===== src/rtl/pbs_ram.sv =====
module pbs_ram #(
  parameter int WIDTH = 8,
  parameter int DEPTH = 64,
  localparam int AW = (DEPTH > 1) ? $clog2(DEPTH) : 1
) (
  input  logic             clk,
  input  logic             we,
  input  logic [AW-1:0]    waddr,
  input  logic [WIDTH-1:0] wdata,
  input  logic [AW-1:0]    raddr,
  output logic [WIDTH-1:0] rdata
);

  logic [WIDTH-1:0] mem [DEPTH];

  always_ff @(posedge clk) begin
    if (we) begin
      mem[waddr] <= wdata;
    end
    rdata <= mem[raddr];
  end

endmodule


===== config.mk =====
export PLATFORM = sky130hd
export DESIGN_NAME = pbs_ram
export DESIGN_NICKNAME = d
export VERILOG_FILES = /design/src/rtl/pbs_ram.sv
export SDC_FILE = /design/constraint.sdc
export NUM_CORES = 1
export LEC_CHECK = 0
export ABC_AREA = 0
export BUFFER_PORTS_ARGS = -buffer_cell sky130_fd_sc_hd__buf_2
export CORE_AREA = 2 2 200 202
export CTS_BUF_LIST = sky130_fd_sc_hd__clkbuf_16
export DETAILED_ROUTE_END_ITERATION = 6
export DIE_AREA = 0 0 202 204
export PLACE_DENSITY = 0.77
export SLEW_MARGIN = 10
export SYNTH_ARGS = -nofsm -noshare
export SYNTH_HDL_FRONTEND = slang
export SYNTH_SLANG_ARGS = --single-unit

===== constraint.sdc =====
create_clock -name clk -period 2.14 [get_ports clk]
set_clock_uncertainty 0.2 [all_clocks]
set_input_delay 0.107 -clock clk [delete_from_list [all_inputs] [get_ports clk]]
set_output_delay 0.107 -clock clk [all_outputs]
set_load 0.02 [all_outputs]

==> results.sh <==
export IMPL_slew_violations=0
export IMPL_ys_seq_elements=520
export IMPL_worstPathRequired_ns=2.38
export IMPL_p_seq_share_pct=53.1
export IMPL_setup_slack_ns=0.0251
export IMPL_cp_end_kind="flip-flop"
export IMPL_clock_root_buffer="clkbuf_16"
export IMPL_antenna_found_initial=0
export IMPL_fin_setup_tns_ns=0
export IMPL_routedWlPerCell_um=26.7
export IMPL_synth_distinct_cells=40
export IMPL_crit_fanout=1
export IMPL_dp_cells=1585
export IMPL_outcome="complete, but fails checks"
export IMPL_first_pass_iters=7
export IMPL_timing_hold_ws_ns=-0.00566
export IMPL_r2r_start="mem[0][0]"
export IMPL_clk_path_buf_depth=3
export IMPL_post_cts_buffers=0
export IMPL_dp_slack_ns=-0.186
export IMPL_gp_congestion=0.839
export IMPL_synth_warnings=0
export IMPL_cts_sinks=520
export IMPL_start_util_pct=51.5
export IMPL_clkPwrFrac_pct=41.2
export IMPL_grt_pass1_wl_mm=67.4
export IMPL_grt_pass1_vias=10365
export IMPL_numPortBuffers=29
export IMPL_grt_max_degree=65
export IMPL_first_iter_violations=1197
export IMPL_routed_wl_mm=45.1
export IMPL_final_util_pct=60.7
export IMPL_dpl_hpwl_mm=28.8
export IMPL_htreeDepth=2
export IMPL_die_w_um=202
export IMPL_violations="design-rule violations, negative hold slack"
export IMPL_max_slew_margin_rel_pct=56.8
export IMPL_cp_start_kind="flip-flop"
export IMPL_p_int_mw=17.0
export IMPL_crit_path_start="mem[0][0]"
export IMPL_postRouteAntennaNets=0
export IMPL_clock_latency_ns=0.57
export IMPL_diodes=0
export IMPL_core_area_um2=39200
export IMPL_synth_top_flop_cell="edfxtp_1"
export IMPL_nNetsFinal=1146
export IMPL_synthArstFlopShare_pct=0
export IMPL_final_hold_violation_count=4
export IMPL_sw_frac_of_total_pct=20.4
export IMPL_ios=30
export IMPL_worstMarginPinSlew_ns=0.648
export IMPL_combPwrFrac_pct=5.7
export IMPL_critical_path_class="reg2reg"
export IMPL_p_per_area_nw_per_um2=895
export IMPL_syn_area_um2=20200
export IMPL_area_growth_pct=18.0
export IMPL_irDropWorstVdd_uv=598
export IMPL_fp_dieH_um=204
export IMPL_drv_cap=0
export IMPL_vias=10226
export IMPL_final_cells=1687
export IMPL_synth_area_leaders="edfxtp_1 76%, mux4_2 14%, nor2_1 1.5%"
export IMPL_syn_nets=962
export IMPL_synth_edf_count=512
export IMPL_yosys_area_top_type_share_pct=76.2
export IMPL_finalSetupViolCount=0
export IMPL_cts_tree="done"
export IMPL_synth_largest_area_cell="edfxtp_1"
export IMPL_drive_gt1_share_pct=33.6
export IMPL_drc=2
export IMPL_rows=73
export IMPL_synth_cells=940
export IMPL_timing_fmax_mhz=473
export IMPL_fin_crit_ns=2.11
export IMPL_timing_final_crit_share_pct=98.8
export IMPL_p_leak_nw=7.79
export IMPL_synthTopCellsByCount="512 x edfxtp_1, 126 x mux4_2, 83 x nor2_1, 23 x mux2i_1, 19 x nand2_1"
export IMPL_arrival_ns=2.36
export IMPL_grt_overflow=0
export IMPL_hold_class="in2reg"
export IMPL_seq_area_frac_synth_pct=77.0
export IMPL_p_switching_mw=4.35
export IMPL_clk_pin_slew_ns=0.07
export IMPL_grt_usage_pct=22.5
export IMPL_vias_per_cell=6.06
export IMPL_reg2reg_slack_ns=0.03
export IMPL_dieArea_um2=41200
export IMPL_yosysMostFrequentCell="edfxtp_1"
export IMPL_min_from="wdata[5]"
export IMPL_cts_buffers=50
export IMPL_avgSynthCellArea_um2=21.5
==> per-stage QoR <==
step,cell area (um2),power [mW]
finish,23800,21.3
global route,23800,21.9
CTS,23800,21.4
detailed placement,22000,12.7
global placement,22000,12.7
floorplan,20200,12.1
==> flip-flops by register name (all words and copies together), names as in the netlist <==
register and flops:
rdata 8, mem 512
==> cells in the final DEF, fill, tap and decap left out, types with 12 or more instances in the layout <==
cell	n
clkinv_1	12
clkinv_2	14
mux2_2	13
mux2i_1	23
nand3_1	13
nand2_1	19
buf_4	123
edfxtp_1	512
buf_12	21
mux4_2	126
buf_2	26
nor2b_1	14
nor2_1	81
dlygate4sd3_1	12
clkbuf_16	53
==> cell families after synthesis <==
kind of cell / count (synthesis) / synth area share [%]
compound gates: 54 / 2.07
buf+inv: 51 / 1.57
flops: 520 / 77.0
mux: 162 / 15.9
simple gates: 153 / 3.39
==> worst max-delay path, stage by stage (launching register included) <==
cell and delay, ns:
edfxtp_1 0.37, mux4_2 0.50, mux4_2 0.49, nor2_2 0.19, nor3_1 0.09, o2bb2ai_1 0.16
==> final timing paths <==
kind | cells past startpoint | to
worst min-delay path | 2 | mem[16][5]
worst max-delay path | 5 | rdata[0]
worst min register to register | 4 | rdata[1]
worst max register to register | 5 | rdata[0]
==> power groups by stage <==
stage	Clock, mW	Sequential (mW)	Combinational [mW]
detailed placement	0	11.5	1.17
floorplan	0	11.5	0.601
global route	9.28	11.3	1.29
finish	8.79	11.3	1.21
CTS	8.90	11.3	1.20
global placement	0	11.5	1.14
==> repair_timing <==
action                                 4_1_cts  5_1_grt
setup endpoints to repair                    5        5
resized for setup                            5        5
hold buffers                                12        0
cloned                                       0        0
endpoints found under the hold margin      308        0
==> final cells by class <==
| type | instances | area [um2] |
|---|---|---|
| Clock buffer | 53 | 1330 |
| Fill cell | 2609 | 15400 |
| Sequential cell | 520 | 15500 |
| Clock inverter | 37 | 318 |
| Tap cell | 525 | 657 |
| Timing Repair Buffer | 183 | 1610 |
| Multi-Input combinational cell | 369 | 4360 |
==> layer usage <==
layer,routed length [um],track usage (%)
met1,17300,31.2
met2,21600,35.0
met3,4650,5.68
met4,1520,8.61
met5,0,0
Note: power is estimated with default switching activity, not from simulation.
